[config.mk]
export PLATFORM = sky130hd
export DESIGN_NAME = display_init_list_sequencer_core
export DESIGN_NICKNAME = d
export VERILOG_FILES = /design/src/hdl/dils_pkg.sv /design/src/hdl/dils_parser.sv /design/src/hdl/dils_out_reg.sv /design/src/hdl/display_init_list_sequencer_core.sv
export SDC_FILE = /design/constraint.sdc
export NUM_CORES = 1
export LEC_CHECK = 0
export BUFFER_PORTS_ARGS = -buffer_cell sky130_fd_sc_hd__buf_2
export CAP_MARGIN = 25
export CORE_ASPECT_RATIO = 0.5
export CORE_MARGIN = 3
export CORE_UTILIZATION = 45
export DETAILED_ROUTE_END_ITERATION = 16
export MAX_ROUTING_LAYER = met4
export PLACE_DENSITY = 0.65
export SETUP_SLACK_MARGIN = 0.15
export SLEW_MARGIN = 5
export SYNTH_ARGS = -nofsm -noshare
export SYNTH_HDL_FRONTEND = slang
export SYNTH_SLANG_ARGS = --single-unit
[constraint.sdc]
create_clock -name clk_i -period 2.2 [get_ports clk_i]
set_input_delay 0.11 -clock clk_i [delete_from_list [all_inputs] [get_ports clk_i]]
set_output_delay 0.11 -clock clk_i [all_outputs]
set_load 0.005 [all_outputs]
[src/hdl/dils_pkg.sv]
package dils_pkg;

  typedef enum logic [2:0] {
    PH_IDLE  = 3'd0,
    PH_CMD   = 3'd1,
    PH_ARGC  = 3'd2,
    PH_ARG   = 3'd3,
    PH_DELAY = 3'd4,
    PH_DONE  = 3'd5
  } phase_e;

  typedef enum logic [1:0] {
    KIND_CMD   = 2'd0,
    KIND_DATA  = 2'd1,
    KIND_DELAY = 2'd2
  } kind_e;

  localparam logic [7:0] DelayLongCode = 8'd255;
  localparam logic [8:0] DelayLongMs   = 9'd500;

  typedef struct packed {
    kind_e      kind;
    logic [7:0] out_byte;
    logic [8:0] delay_ms;
    logic       list_done;
  } result_t;

endpackage

[src/hdl/dils_parser.sv]
module dils_parser (
  input  logic              clk_i,
  input  logic              rst_ni,
  input  logic              beat_i,
  input  logic [7:0]        table_byte_i,
  input  logic              list_start_i,
  output logic              res_valid_o,
  output dils_pkg::result_t res_o
);

  dils_pkg::phase_e phase_q, phase_d;
  logic [7:0] cmds_q, cmds_d;
  logic [6:0] args_q, args_d;
  logic       dly_q, dly_d;
  logic [7:0] held_q, held_d;

  logic [7:0] cmds_dec;
  logic [6:0] args_dec;

  assign cmds_dec = cmds_q - 8'd1;
  assign args_dec = args_q - 7'd1;

  always_comb begin
    phase_d = phase_q;
    cmds_d  = cmds_q;
    args_d  = args_q;
    dly_d   = dly_q;
    held_d  = held_q;
    if (beat_i) begin
      if (list_start_i) begin
        cmds_d  = table_byte_i;
        args_d  = '0;
        dly_d   = 1'b0;
        held_d  = '0;
        phase_d = (table_byte_i != 8'd0) ? dils_pkg::PH_CMD : dils_pkg::PH_DONE;
      end else begin
        case (phase_q)
          dils_pkg::PH_CMD: begin
            held_d  = table_byte_i;
            phase_d = dils_pkg::PH_ARGC;
          end
          dils_pkg::PH_ARGC: begin
            args_d = table_byte_i[6:0];
            dly_d  = table_byte_i[7];
            cmds_d = cmds_dec;
            if (table_byte_i[6:0] != 7'd0) begin
              phase_d = dils_pkg::PH_ARG;
            end else if (table_byte_i[7]) begin
              phase_d = dils_pkg::PH_DELAY;
            end else begin
              phase_d = (cmds_dec == 8'd0) ? dils_pkg::PH_DONE : dils_pkg::PH_CMD;
            end
          end
          dils_pkg::PH_ARG: begin
            args_d = args_dec;
            if (args_dec == 7'd0) begin
              if (dly_q) begin
                phase_d = dils_pkg::PH_DELAY;
              end else begin
                phase_d = (cmds_q == 8'd0) ? dils_pkg::PH_DONE : dils_pkg::PH_CMD;
              end
            end
          end
          dils_pkg::PH_DELAY: begin
            dly_d   = 1'b0;
            phase_d = (cmds_q == 8'd0) ? dils_pkg::PH_DONE : dils_pkg::PH_CMD;
          end
          default: begin
          end
        endcase
      end
    end
  end

  always_comb begin
    res_valid_o     = 1'b0;
    res_o.kind      = dils_pkg::KIND_CMD;
    res_o.out_byte  = '0;
    res_o.delay_ms  = '0;
    res_o.list_done = 1'b0;
    if (beat_i && !list_start_i) begin
      case (phase_q)
        dils_pkg::PH_ARGC: begin
          res_valid_o     = 1'b1;
          res_o.kind      = dils_pkg::KIND_CMD;
          res_o.out_byte  = held_q;
          res_o.list_done = (table_byte_i == 8'd0) && (cmds_dec == 8'd0);
        end
        dils_pkg::PH_ARG: begin
          res_valid_o     = 1'b1;
          res_o.kind      = dils_pkg::KIND_DATA;
          res_o.out_byte  = table_byte_i;
          res_o.list_done = (args_dec == 7'd0) && !dly_q && (cmds_q == 8'd0);
        end
        dils_pkg::PH_DELAY: begin
          res_valid_o     = 1'b1;
          res_o.kind      = dils_pkg::KIND_DELAY;
          res_o.delay_ms  = (table_byte_i == dils_pkg::DelayLongCode) ?
                            dils_pkg::DelayLongMs : {1'b0, table_byte_i};
          res_o.list_done = (cmds_q == 8'd0);
        end
        default: begin
        end
      endcase
    end
  end

  always_ff @(posedge clk_i or negedge rst_ni) begin
    if (!rst_ni) begin
      phase_q <= dils_pkg::PH_IDLE;
      cmds_q  <= '0;
      args_q  <= '0;
      dly_q   <= 1'b0;
      held_q  <= '0;
    end else begin
      phase_q <= phase_d;
      cmds_q  <= cmds_d;
      args_q  <= args_d;
      dly_q   <= dly_d;
      held_q  <= held_d;
    end
  end

endmodule

[src/hdl/dils_out_reg.sv]
module dils_out_reg (
  input  logic              clk_i,
  input  logic              rst_ni,
  input  logic              load_i,
  input  dils_pkg::result_t res_i,
  input  logic              pop_i,
  output logic              valid_o,
  output dils_pkg::result_t res_o
);

  logic              valid_q, valid_d;
  dils_pkg::result_t res_q;

  always_comb begin
    valid_d = valid_q;
    if (load_i) begin
      valid_d = 1'b1;
    end else if (pop_i) begin
      valid_d = 1'b0;
    end
  end

  always_ff @(posedge clk_i or negedge rst_ni) begin
    if (!rst_ni) begin
      valid_q <= 1'b0;
    end else begin
      valid_q <= valid_d;
    end
  end

  always_ff @(posedge clk_i) begin
    if (load_i) begin
      res_q <= res_i;
    end
  end

  assign valid_o = valid_q;
  assign res_o   = res_q;

endmodule

[src/hdl/display_init_list_sequencer_core.sv]
// Display init list sequencer.
// Input stream: one init-table byte per beat in s_axis_tdata; s_axis_tuser
// flags the first byte of a table (the command count) and restarts parsing.
// Output stream: one beat per command byte, argument byte or delay byte.
// m_axis_tuser gives the kind (command, data, delay), tdata carries the byte
// to send and the delay in ms, and tlast marks the beat that ends the final
// command. Command count and command bytes produce no beat of their own; the
// command beat goes out with its argument-count byte.
// m_axis_tvalid is registered: it rises in the cycle after an accepted input beat.
// Throughput: one byte per cycle while the receiver takes every beat. The
// single output register is the only storage on the path; when it holds a
// beat the receiver has not taken, s_axis_tready drops until it is taken.
// Bytes before the first start flag and after the final command are dropped.
// Reset clears the parser to idle and empties the output register.
module display_init_list_sequencer_core (
  input  logic        clk_i,
  input  logic        rst_ni,
  input  logic        s_axis_tvalid_i,
  output logic        s_axis_tready_o,
  input  logic [7:0]  s_axis_tdata_i,   // [7:0] table_byte
  input  logic        s_axis_tuser_i,   // [0] list_start
  output logic        m_axis_tvalid_o,
  input  logic        m_axis_tready_i,
  output logic [23:0] m_axis_tdata_o,   // [7:0] out_byte, [16:8] delay_ms, [23:17] zero
  output logic [1:0]  m_axis_tuser_o,   // [1:0] kind
  output logic        m_axis_tlast_o    // list_done
);

  logic              beat;
  logic              res_valid;
  dils_pkg::result_t res;
  dils_pkg::result_t out_res;
  logic              out_valid;

  assign s_axis_tready_o = !out_valid || m_axis_tready_i;
  assign beat            = s_axis_tvalid_i && s_axis_tready_o;

  dils_parser u_parser (
    .clk_i        (clk_i),
    .rst_ni       (rst_ni),
    .beat_i       (beat),
    .table_byte_i (s_axis_tdata_i),
    .list_start_i (s_axis_tuser_i),
    .res_valid_o  (res_valid),
    .res_o        (res)
  );

  dils_out_reg u_out_reg (
    .clk_i   (clk_i),
    .rst_ni  (rst_ni),
    .load_i  (res_valid),
    .res_i   (res),
    .pop_i   (m_axis_tready_i),
    .valid_o (out_valid),
    .res_o   (out_res)
  );

  assign m_axis_tvalid_o = out_valid;
  assign m_axis_tdata_o  = {7'd0, out_res.delay_ms, out_res.out_byte};
  assign m_axis_tuser_o  = out_res.kind;
  assign m_axis_tlast_o  = out_res.list_done;

`ifndef ASSERT_OFF
  a_stall_only_when_full: assert property (@(posedge clk_i) disable iff (!rst_ni)
    !s_axis_tready_o |-> m_axis_tvalid_o)
    else $error("input stalled with empty output register");

  a_kind_legal: assert property (@(posedge clk_i) disable iff (!rst_ni)
    m_axis_tvalid_o |-> (m_axis_tuser_o != 2'd3))
    else $error("illegal result kind");

  a_delay_no_byte: assert property (@(posedge clk_i) disable iff (!rst_ni)
    m_axis_tvalid_o && (m_axis_tuser_o == dils_pkg::KIND_DELAY)
      |-> (m_axis_tdata_o[7:0] == 8'd0) && (m_axis_tdata_o[16:8] <= 9'd500))
    else $error("bad delay beat");

  a_byte_no_delay: assert property (@(posedge clk_i) disable iff (!rst_ni)
    m_axis_tvalid_o && (m_axis_tuser_o != dils_pkg::KIND_DELAY)
      |-> (m_axis_tdata_o[23:8] == 16'd0))
    else $error("delay field set on byte beat");
`endif

endmodule
* Yosys cells after proc, flatten, opt, wreduce, memory -nomap -nowiden
Cells that the tools add are included.
** Storage, ports and cells
- Logic and storage cells :: 75
- Register bits :: 48
- Input port bits :: 13
** Operators by class
- Muxes and demuxes :: 25
- Equal/unequal tests :: 6
- Reduce and logical (&&, ||, !) cells :: 29
- Bitwise gates (word level) :: 2
- $add $sub $neg :: 2
** Operator list (number)
- $mux 8 :: 4
- $logic_not 8->1 :: 3
- $mux 3 :: 8
- $pmux 8 s2 :: 1
- $pmux 7 s2 :: 1
- $pmux 3 s4 :: 1
- $reduce_and 2->1 :: 5
- $mux 9 :: 1
- $eq 8x8->1 const B :: 1
- $reduce_bool 8->1 :: 1
- $sub 8x1->8 const B :: 1
- $logic_not 7->1 :: 1
- $mux 7 :: 1
- $reduce_bool 7->1 :: 1
- $sub 7x1->7 const B :: 1
- $eq 3x2->1 const B :: 2
- $reduce_bool 2->1 :: 3
- $reduce_bool 3->1 :: 2
- $reduce_or 3->1 :: 2
- $logic_and 1x1->1 :: 5
- $mux 1 :: 5
- $reduce_bool 5->1 :: 1
- $pmux 2 s2 :: 1
- $eq 3x1->1 const B :: 1
- other kinds (8) :: 11

* Longest topological paths before layout
Gate-level depths: netlist of the first run.
- Depth after elaboration :: 7
- Depth in mapped cells :: 8

* Cells and area by module
Synthesis of the first run repeated with hierarchy kept, for this count alone.
** Unflattened totals
- Cells, all modules :: 282
- Area, all modules :: 2776.4 µm²
** By module, submodules not included
- dils_parser :: area each 2060.7 µm², sequential area each 675.6 µm², cells each 249, times used 1
- dils_out_reg :: area each 636.9 µm², sequential area each 625.6 µm², cells each 23, times used 1
- display_init_list_sequencer_core :: area each 78.8 µm², sequential area each 0.0 µm², cells each 10, times used 1

* Least setup slack after synthesis of the first run
OpenSTA, ideal clock, no wires.
- Path kind :: register to register
- Start point :: register u_parser.phase_q[2]
- End point :: register u_out_reg.res_q, in the netlist u_out_reg.res_o[0] (enable)
- Data required time :: 1825 ps
- Path slack :: 268 ps
- Buffers on the path :: 1
- Arrival :: 1557 ps
- Library setup time :: 375 ps
- Stages on the path, launching flop included :: 6
- Cell sequence :: dfrtp_1 buf_4 nor2b_2 a21oi_1 or3_1 inv_1
** Between the ends
- Word-level cells in the longest chain between the ends :: 4
** Ends and longest elaborated chain
- from (decl) :: line dils_parser.sv:11 : dils_pkg::phase_e phase_q, phase_d;
- from (signal assigned) :: line dils_parser.sv:110 : phase_q <= dils_pkg::PH_IDLE;
- from (signal assigned) :: line dils_parser.sv:116 : phase_q <= phase_d;
- $eq 3x2->1 / $eq 3x3->1 (equally long branches) :: line dils_parser.sv:82 : case (phase_q)
- $reduce_or 3->1 (no source line) (*)
- $mux 1 (*) :: line dils_parser.sv:82
- $mux 1 (*) :: line dils_parser.sv:81 : if (beat_i && !list_start_i) begin
- net res_valid :: line display_init_list_sequencer_core.sv:30 : logic res_valid;
- to (signal assigned) :: line dils_out_reg.sv:33 : res_q <= res_i;
- to (decl) :: line dils_out_reg.sv:12 : dils_pkg::result_t res_q;
Mark *: on every way through the listed nets, which the timed path passes. The rest lies on a longest branch.
A chain may end at the register's enable or synchronous reset.

* Worst setup path after layout of the first run
- Start point :: register u_parser.args_q[0]
- End point :: register u_parser.phase_q[2]
** Between the ends
- Word-level cells in the longest chain between the ends :: 4
** Ends and longest elaborated chain
- from (decl) :: line dils_parser.sv:13 : logic [6:0] args_q, args_d;
- from (signal assigned) :: line dils_parser.sv:118 : args_q <= args_d;
- $sub 7x1->7 :: line dils_parser.sv:21 : assign args_dec = args_q - 7'd1;
- $logic_not 7->1 :: line dils_parser.sv:56 : if (args_dec == 7'd0) begin
- $ne 3x2->1 (no source line)
- $reduce_and 3->1 (no source line)
No other way between the ends.

==> results.py, run 1 <==
metrics = {
    "run_status": {
        "status": "complete, no violations",
    },
    "worst_setup_path": {
        "cp-end-kind": "register",
        "path_class": "register to register",
        "cp-start-kind": "register",
        "critPathLaunch": "u_parser.args_q[0]",
        "critPathMaxFanout": 6,
        "crit_arrival_ns": 2.10,
        "rr_startpoint": "u_parser.args_q[0]",
        "crit_required_ns": 2.37,
    },
    "die": {
        "dieArea_um2": 7340,
        "num_io_pins": 42,
        "die_y_um": 62.1,
        "num_rows": 19,
        "initial_core_util_pct": 49.1,
        "die-width_um": 118,
        "core_area_um2": 5780,
    },
    "timing": {
        "fin_tns_setup_ns": 0,
        "fin_crit_ns": 1.93,
        "worstMarginPinSlew_ns": 0.669,
        "setup_viol": 0,
        "clock.fmax_ghz": 0.518,
        "post-route-period-util_pct": 87.7,
        "finalHoldViolations": 0,
        "slew_viol_final": 0,
        "rsz0062_at_grt": "true",
        "skew_ns": 0.00388,
        "maxSlewHeadroom_pct": 55.4,
    },
    "clock_tree": {
        "clockRootBuffer": "clkbuf_16",
        "h-tree-depth": 2,
        "numCtsBuffers": 5,
        "cts.path.max_buffers": 2,
        "clk_latency_ns": 0.29,
        "cts_tree": "yes",
        "clock_sinks": 48,
        "clkTransAtPathRegs_ns": 0.07,
        "postCtsSetupBuffers": 0,
    },
    "run": {
        "maxCapViolCount": 0,
    },
    "drt": {
        "wl_met2_um": 2720,
        "dr.pass1.iters": 5,
        "num_vias": 2318,
        "ant_nets": 0,
        "via_per_inst": 5.93,
        "route.layer.met1.wl_um": 3220,
        "dr_wl_met3_um": 553,
        "wl_per_cell_um": 17.0,
        "maxUsedRoutingLayer": "met4",
        "routed_wl_um": 6640,
        "initialDrtViolationCount": 192,
        "drc": 0,
    },
    "pwr": {
        "powerDensity_nw_per_um2": 1210,
        "power_switching_share_pct": 41.0,
        "combPwrFrac_pct": 41.2,
        "clock_power_share_pct": 19.3,
        "internal-power_w": 0.00231,
        "leakage_nw": 1.29,
        "switching_power_w": 0.00161,
        "power.total_w": 0.00392,
        "p_seq_share_pct": 39.6,
        "vdd_drop_max_mv": 0.478,
    },
    "synthesis": {
        "yosys_warnings": 0,
        "yosysSeqAreaShare_pct": 45.9,
        "synthArstFlopShare_pct": 58.3,
        "synth_enable_flop_cells": 20,
        "synth_cell_types": 64,
        "netlist_area_um2": 2830,
        "synth_area_per_cell_um2": 10.3,
        "ys_ff_latch": 48,
        "syn-instance-count": 276,
        "synthFlopType": "dfrtp_1",
    },
    "global_routing": {
        "grt_antenna_before_repair": 0,
        "grt_max_degree": 29,
        "grt_pass1_wl_um": 11000,
        "globalRouteOverflowTotal": 0,
        "grt_pass1_vias": 2137,
        "track_usage_pct": 19.1,
    },
    "final_layout": {
        "post_route_cells_drive_above_1_share_pct": 23.1,
        "fillers": 516,
        "diodes": 0,
        "layout_commonest_cell": "buf_2",
        "syn_to_final_growth_pct": 13.8,
        "fin_area_um2": 3220,
        "nNetsFinal": 324,
        "layout_common_cells": "buf_2, dfrtp_1, nor2_1, a22o_1, edfxtp_1",
    },
    "placement": {
        "placed_area_um2": 3010,
        "io_buffers": 34,
        "gp_congestion": 0.858,
        "post-dp-hpwl_um": 4580,
    },
    "worst_hold_path": {
        "hold_path_startpoint": "s_axis_tdata_i[4]",
        "hold_path_class": "input port to register",
    },
}
layout make-up:
class / instances / area [um2] / share of cell area, %
multi-input combinational: 198 / 1390 / 43.2
sequential: 48 / 1300 / 40.4
timing repair buffer: 40 / 230 / 7.14
clock buffer: 5 / 125 / 3.88
tap: 84 / 105 / 3.26
inverter: 13 / 48.8 / 1.51
clock inverter: 3 / 18.8 / 0.582
worst max-delay path, cell delays in order, from the launching register on:
cell      delay, ns
dfrtp_2        0.41
inv_1          0.07
ha_1           0.25
xnor2_2        0.19
nand4_1        0.16
a211o_4        0.40
a311oi_2       0.26
nor3_2         0.07
routing by layer:
metal | vias up | GRT usage, %
li1 | 1081 | -
met1 | 1123 | 27.7
met2 | 101 | 25.9
met3 | 13 | 4.62
met4 | 0 | 7.15
met5 | - | -
path summary, 6_finish.rpt:
check	depth (start not counted)	endpoint	slack (ns)
max in group asynchronous	2	u_parser.args_q[0]	1.33
setup / recovery	7	u_parser.phase_q[2]	0.27
hold / removal	2	u_parser.held_q[4]	0.19
hold reg to reg	1	u_parser.held_q[2]	0.51
min in group asynchronous	2	u_parser.cmds_q[0]	0.39
setup reg to reg	7	u_parser.phase_q[2]	0.27
cells in the mapped netlist (3+ instances only):
library cell / instances / area, um2
o21ai_0: 8 / 40.0
nor2_1: 20 / 75.1
nand4_1: 5 / 31.3
nand2b_1: 5 / 31.3
o211ai_1: 3 / 22.5
ha_1: 5 / 62.6
nand3_1: 3 / 15.0
nor3_2: 3 / 30.0
and2_1: 8 / 50.1
buf_2: 5 / 25.0
or3_1: 4 / 25.0
nor2b_1: 4 / 25.0
dfrtp_1: 28 / 701
o31ai_1: 3 / 22.5
clkbuf_1: 3 / 11.3
o21ai_1: 16 / 80.1
a31oi_1: 4 / 25.0
nand2_1: 11 / 41.3
edfxtp_1: 20 / 601
inv_1: 12 / 45.0
a22o_1: 20 / 175
nor3_1: 13 / 65.1
buf_4: 10 / 75.1
buf_6: 4 / 45.0
a21oi_1: 13 / 65.1
repair_timing:
item                       CTS  global route
hold endpoints to repair    28             0
hold buffers                 1             0
setup endpoints to repair    1            10
gates resized for setup      1            10
power groups by stage:
stage	registers [W]	clock network [W]	logic [W]
global route	0.00160	0.000802	0.00179
CTS	0.00152	0.000769	0.00153
detailed placement	0.00154	0	0.00151
floorplan	0.00140	0	0.00135
finish	0.00155	0.000754	0.00161
global placement	0.00153	0	0.00147
registers in the layout (all words and copies together) (netlist names):
| signal | flops |
|---|---|
| u_out_reg.res_o | 20 |
| u_parser.cmds_q | 8 |
| u_parser.held_q | 8 |
| u_parser.args_q | 7 |
| u_parser.phase_q | 3 |
| u_out_reg.valid_o | 1 |
| u_parser.dly_q | 1 |
logic make-up after synthesis:
family | synth area share [%]
buffers and inverters | 7.77
flip-flops | 45.9
AO/OA/AOI/OAI | 21.3
other | 0.132
adder cells (fa/ha/maj) | 2.21
XOR/XNOR | 0.618
AND/OR/NAND/NOR | 22.0
per-stage QoR:
step,worst slack [ns],utilization [%],std cells,hold slack (ns)
after global placement,0.293,52.1,382,0.173
after floorplan,0.268,-,282,-0.186
after global routing,0.122,55.8,391,0.203
after detailed placement,0.168,52.1,382,0.184
after CTS,0.203,54.8,391,0.182
final,0.270,55.8,391,0.185
(Power assumes the default switching activity.)
==> run 2, diff against run 1 <==
ABC_AREA = 1   (was default)
CORE_ASPECT_RATIO = default   (was 0.5)
MAX_ROUTING_LAYER = default   (was met4)
PLACE_DENSITY = 0.66   (was 0.65)
==> results.py, run 2 <==
metrics = {
    "run_status": {
        "status": "complete, no violations",
    },
    "synthesis": {
        "synthSimpleGateAreaFrac_pct": 19.3,
        "synth_top_family_by_area": "simple AND/OR/NAND/NOR gates",
        "ys_ff_latch": 48,
        "synth_cell_types": 34,
        "netlist_area_um2": 2590,
        "synth_top_area_cell": "dfrtp_1",
        "yosysSeqAreaShare_pct": 50.1,
        "yosys-top-cells-count": "nand2_1, inv_1, nor2_1",
        "synth_top_area_share_pct": 27.0,
        "synth_top_cells_by_area": "dfrtp_1, edfxtp_1, nand2_1",
        "synth_enable_flop_cells": 20,
        "synthXorXnorAreaFrac_pct": 1.35,
        "syn-instance-count": 299,
        "yosys-mux-area-fraction_pct": 0,
        "synthFlopType": "dfrtp_1",
        "synth_compound_area_share_pct": 15.1,
        "yosys_warnings": 0,
        "synthArstFlopShare_pct": 58.3,
        "synth_most_common_cell": "nand2_1",
        "synth_area_per_cell_um2": 8.68,
        "synth_fa_ha_area_share_pct": 2.41,
    },
    "timing": {
        "clock.fmax_ghz": 0.564,
        "timing.final.ws_setup_ns": 0.426,
        "fin_crit_ns": 1.77,
        "fin_tns_setup_ns": 0,
        "setup_viol": 0,
        "worstMarginPinSlew_ns": 0.636,
        "skew_ns": 0.00925,
        "slew_viol_final": 0,
        "post-route-period-util_pct": 80.6,
        "rsz0062_at_grt": "false",
        "maxSlewHeadroom_pct": 57.6,
        "finalHoldViolations": 0,
    },
    "worst_setup_path": {
        "critPathMaxFanout": 7,
        "reg2regPathDepth": 13,
        "r2r_end": "u_out_reg.res_o[0]",
        "cp-end-kind": "register",
        "path_class": "register to register",
        "rr_startpoint": "u_parser.cmds_q[0]",
        "rrSetupSlack_ns": 0.43,
        "cp-start-kind": "register",
        "crit_required_ns": 2.38,
        "crit_arrival_ns": 1.95,
    },
    "global_routing": {
        "track_usage_pct": 17.3,
        "grt_pass1_vias": 1987,
        "grt_max_degree": 29,
        "globalRouteOverflowTotal": 0,
        "grt_pass1_wl_um": 8980,
        "grt_antenna_before_repair": 0,
    },
    "final_layout": {
        "fillers": 511,
        "layout_commonest_cell": "nand2_1",
        "post_route_cells_drive_above_1_share_pct": 20.4,
        "syn_to_final_growth_pct": 12.2,
        "layout_common_cells": "nand2_1, inv_1, buf_2, nor2_1, dfrtp_1",
        "diodes": 0,
        "largest_register_ffs": 20,
        "multi_input_area_um2": 1020,
        "nNetsFinal": 355,
        "register_area_um2": 1300,
    },
    "clock_tree": {
        "cts.path.max_buffers": 2,
        "cts-resized-gates": 0,
        "h-tree-depth": 2,
        "clockRootBuffer": "clkbuf_8",
        "clk_latency_ns": 0.30,
        "postCtsSetupBuffers": 0,
        "clock_sinks": 48,
        "cts_tree": "yes",
        "numCtsBuffers": 5,
        "clkTransAtPathRegs_ns": 0.09,
    },
    "pwr": {
        "power.total_w": 0.00315,
        "leakage_nw": 1.30,
        "vdd_drop_max_mv": 0.480,
        "powerDensity_nw_per_um2": 1080,
    },
    "drt": {
        "drc": 0,
        "dr.pass1.iters": 4,
        "initialDrtViolationCount": 80,
        "ant_nets": 0,
        "routed_wl_um": 5440,
        "num_vias": 2124,
        "via_per_inst": 5.18,
        "wl_per_cell_um": 13.3,
    },
    "placement": {
        "place_ws_ns": 0.437,
        "io_buffers": 34,
        "gp_congestion": 0.996,
        "post-dp-hpwl_um": 4100,
    },
    "die": {
        "initial_core_util_pct": 46.8,
        "core_area_um2": 5540,
        "dieArea_um2": 6710,
        "die-width_um": 81.9,
        "die_y_um": 81.9,
        "num_io_pins": 42,
        "num_rows": 27,
    },
    "run": {
        "maxCapViolCount": 0,
    },
    "worst_hold_path": {
        "worstHoldPathCells": 4,
        "hold_path_class": "input port to register",
        "worstHoldEndpoint": "u_out_reg.valid_o",
        "hold_path_startpoint": "m_axis_tready_i",
    },
}
-- run 2: changes by cell type after synthesis, moves of 5 or more --
cell | before | now
inv_1 | 12 | 42
nand3_1 | 3 | 11
nor2_1 | 20 | 29
nand2b_1 | 5 | 0
and2_1 | 8 | 0
nor3_1 | 13 | 1
o22ai_1 | 0 | 20
nand2_1 | 11 | 44
a22o_1 | 20 | 0
inv_2 | 1 | 10
-- run 2: worst max-delay path by stage --
stage | start | to | slack, ns | cells after the start
floorplan | u_out_reg.valid_o | u_out_reg.res_o[0] | 0.37 | 5
global placement | u_parser.cmds_q[0] | u_out_reg.res_o[0] | 0.51 | 13
detailed placement | u_parser.cmds_q[0] | u_out_reg.res_o[0] | 0.44 | 13
CTS | u_parser.cmds_q[0] | u_out_reg.res_o[0] | 0.42 | 13
global route | u_parser.cmds_q[0] | u_out_reg.res_o[0] | 0.21 | 13
finish | u_parser.cmds_q[0] | u_out_reg.res_o[0] | 0.43 | 13
-- run 2: layout make-up --
class	count	share of cell area, %
well taps	72	3.09
flip-flops and latches	48	44.7
repair buffers	37	6.70
clock inverters	2	0.516
multi-input cells	191	35.0
clock buffers	6	2.84
inverters	54	7.13
-- run 2: stage by stage --
step                cell area (um2)  utilization [%]  instances  hold slack (ns)
floorplan                      2620                -        305           -0.186
detailed placement             2800             50.6        401            0.178
global route                   2910             52.6        410            0.146
CTS                            2910             52.6        410            0.131
global placement               2800             50.6        401            0.174
finish                         2910             52.6        410            0.122
-- run 2: power by group --
part	internal [W]	switching, W
clock	0.000255	0.000296
sequential	0.00119	0.000168
combinational	0.000431	0.000809
total	0.00188	0.00127
-- run 2: kinds of logic (layout without fill, tap and decap cells) --
family                     after synthesis  in the layout
DFF                                     48             48
other                                    1              7
xor gates and xnor gates                 4              4
buffers and inverters                   66             99
AOI/OAI and AO/OA                       67             67
and+or+nand+nor                        108            108
adders and majority gates                5              5
-- run 2: repair_timing --
item | in CTS | in global routing
endpoints found under the setup margin | 0 | 0
hold endpoints to repair | 28 | 0
hold buffers | 1 | 0
-- run 2: layer usage --
layer | share of wire (%) | global-route usage [%] | vias up | wire (um)
li1 | - | - | 1060 | -
met4 | 1.2 | 5.15 | 0 | 68
met1 | 45 | 22.4 | 988 | 2460
met3 | 5.2 | 2.96 | 8 | 283
met5 | 0 | 0 | - | 0
met2 | 48 | 29.6 | 68 | 2630
-- run 2: worst max-delay path: stages (launching register included) --
cell      delay, ns
dfrtp_1        0.40
inv_1          0.17
ha_1           0.24
inv_1          0.05
nand2_1        0.05
nand2_1        0.06
nor2_1         0.09
nand3_1        0.07
nor2_1         0.08
nand3_1        0.08
nand3b_1       0.17
nand3b_1       0.08
nand2_1        0.05
inv_1          0.05
==> run 3, diff against run 2 <==
clock period = 1.82 ns   (was 2.2 ns; I/O delays follow)
==> results.py, run 3 (synthesized netlist as in run 2, its figures left out) <==
metrics = {
    "timing": {
        "clock.fmax_ghz": 0.605,
        "slew_viol_final": 0,
        "fin_crit_ns": 1.65,
        "maxSlewHeadroom_pct": 54.9,
        "finalHoldViolations": 0,
        "post-route-period-util_pct": 90.9,
        "rsz0062_at_grt": "true",
        "skew_ns": 0.0131,
        "worstMarginPinSlew_ns": 0.676,
        "setup_viol": 0,
    },
    "final_layout": {
        "largest_register_ffs": 20,
        "utilization_pct": 55.1,
        "diodes": 0,
        "nNetsFinal": 362,
        "layout_common_cells": "nand2_1, inv_1, buf_2, dfrtp_1, nor2_1",
        "multi_input_area_um2": 1080,
        "layout_commonest_cell": "nand2_1",
        "fin_area_um2": 3060,
        "register_area_um2": 1300,
        "syn_to_final_growth_pct": 17.7,
        "post_route_cells_drive_above_1_share_pct": 26.4,
        "fillers": 500,
    },
    "worst_setup_path": {
        "critPathMaxFanout": 4,
        "cp_slowest_stage_delay_ns": 0.40,
        "path_common_cell": "nand2_1",
        "critical-path-top-delay-family": "simple AND/OR/NAND/NOR gates",
        "path_buf_inv": 3,
        "cp_cell_sequence": "inv_2 > ha_4 > inv_2 > nand2_1 > nand2_1 > nor2_1 > nand3_1 > nor2_1 > nand3_1 > nand3b_1 > nand3b_1 > nand2_1 > inv_1",
        "cp_slowest_cell": "dfrtp_1",
        "cp-end-kind": "register",
        "rr_startpoint": "u_parser.cmds_q[1]",
        "crit_arrival_ns": 1.82,
        "path_class": "register to register",
        "crit_required_ns": 1.99,
        "critPathLaunch": "u_parser.cmds_q[1]",
        "cp-start-kind": "register",
    },
    "drt": {
        "via_per_inst": 5.10,
        "num_vias": 2127,
        "routed_wl_um": 5660,
        "ant_nets": 0,
        "initialDrtViolationCount": 90,
        "dr.pass1.iters": 4,
        "drc": 0,
        "wl_per_cell_um": 13.6,
    },
    "die": {
        "core_area_um2": 5540,
        "num_rows": 27,
        "die_y_um": 81.9,
        "dieArea_um2": 6710,
        "initial_core_util_pct": 46.8,
        "num_io_pins": 42,
        "die-width_um": 81.9,
    },
    "pwr": {
        "clock_power_share_pct": 18.8,
        "p_seq_share_pct": 39.4,
        "power_switching_share_pct": 39.6,
        "leakage_nw": 1.35,
        "combPwrFrac_pct": 41.7,
        "internal-power_w": 0.00252,
        "vdd_drop_max_mv": 0.642,
        "powerDensity_nw_per_um2": 1360,
        "switching_power_w": 0.00165,
    },
    "worst_hold_path": {
        "hold_path_class": "input port to register",
        "hold_path_startpoint": "m_axis_tready_i",
    },
    "global_routing": {
        "grt_pass1_vias": 2061,
        "track_usage_pct": 17.8,
        "globalRouteOverflowTotal": 0,
        "grt_antenna_before_repair": 0,
        "grt_max_degree": 29,
        "grt_pass1_wl_um": 9280,
    },
    "placement": {
        "gp_congestion": 0.902,
        "io_buffers": 34,
        "placed_area_um2": 2840,
        "post-dp-hpwl_um": 4100,
    },
    "clock_tree": {
        "h-tree-depth": 2,
        "clk_latency_ns": 0.30,
        "numCtsBuffers": 5,
        "clockRootBuffer": "clkbuf_8",
        "cts_tree": "yes",
        "clock_sinks": 48,
        "clkTransAtPathRegs_ns": 0.10,
        "cts.path.max_buffers": 2,
    },
    "run_status": {
        "status": "complete, no violations",
    },
    "run": {
        "maxCapViolCount": 0,
    },
}
## run 3: worst reg2reg max path: cells and delay by family, from the launching register on
family / cells / cell delay (ns)
buffers and inverters: 3 / 0.18
AND/OR/NAND/NOR: 9 / 0.78
flip-flops: 1 / 0.40
adder cells (fa/ha/maj): 1 / 0.16
## run 3: routing by layer
metal | up-vias | routed length, um | track usage (%)
met3 | 6 | 300 | 2.96
met4 | 0 | 45 | 5.98
met2 | 66 | 2910 | 31.7
li1 | 1070 | - | -
met1 | 985 | 2410 | 21.7
met5 | - | 0 | 0
## run 3: final cells by class
type | instances | share of cell area, %
clock buffer | 5 | 2.25
clock inverter | 3 | 1.52
inverter | 54 | 6.80
multi-input combinational | 191 | 35.3
sequential | 48 | 42.6
tap | 72 | 2.95
timing repair buffer | 44 | 8.52
## run 3: power by group through the flow
stage / clock [W] / sequential (W) / combinational [W]
floorplan: 0 / 0.00163 / 0.00117
global placement: 0 / 0.00165 / 0.00152
detailed placement: 0 / 0.00165 / 0.00154
CTS: 0.000794 / 0.00163 / 0.00159
global route: 0.000845 / 0.00167 / 0.00198
finish: 0.000785 / 0.00164 / 0.00174
## run 3: final timing paths
kind                                            to  slack, ns  depth (start not counted)
worst min-delay path             u_out_reg.valid_o       0.11                          4
min in group asynchronous       u_parser.cmds_q[2]       0.37                          2
worst max register to register  u_out_reg.res_o[0]       0.17                         13
worst min register to register  u_parser.held_q[3]       0.53                          2
worst max-delay path            u_out_reg.res_o[0]       0.17                         13
max in group asynchronous       u_parser.args_q[2]       0.98                          2
## run 3: metrics by stage
step           total power [W]  setup slack (ns)  setup TNS [ns]  std cells  hold WS [ns]
2_1_floorplan          0.00280             0.211               0        305        -0.205
3_3_place_gp           0.00316             0.136               0        403         0.159
3_5_place_dp           0.00319             0.117               0        403         0.160
4_1_cts                0.00402             0.169               0        412         0.107
5_1_grt                0.00449           -0.0117         -0.0117        417         0.134
6_report               0.00417             0.166               0        417         0.109
## run 3: timing repair
| item | in CTS | in global routing |
|---|---|---|
| pin swaps | 2 | 7 |
| setup buffers | 0 | 5 |
| hold endpoints to repair | 28 | 0 |
| gates resized for setup | 6 | 11 |
| endpoints found under the setup margin | 4 | 27 |
| hold buffers | 1 | 0 |
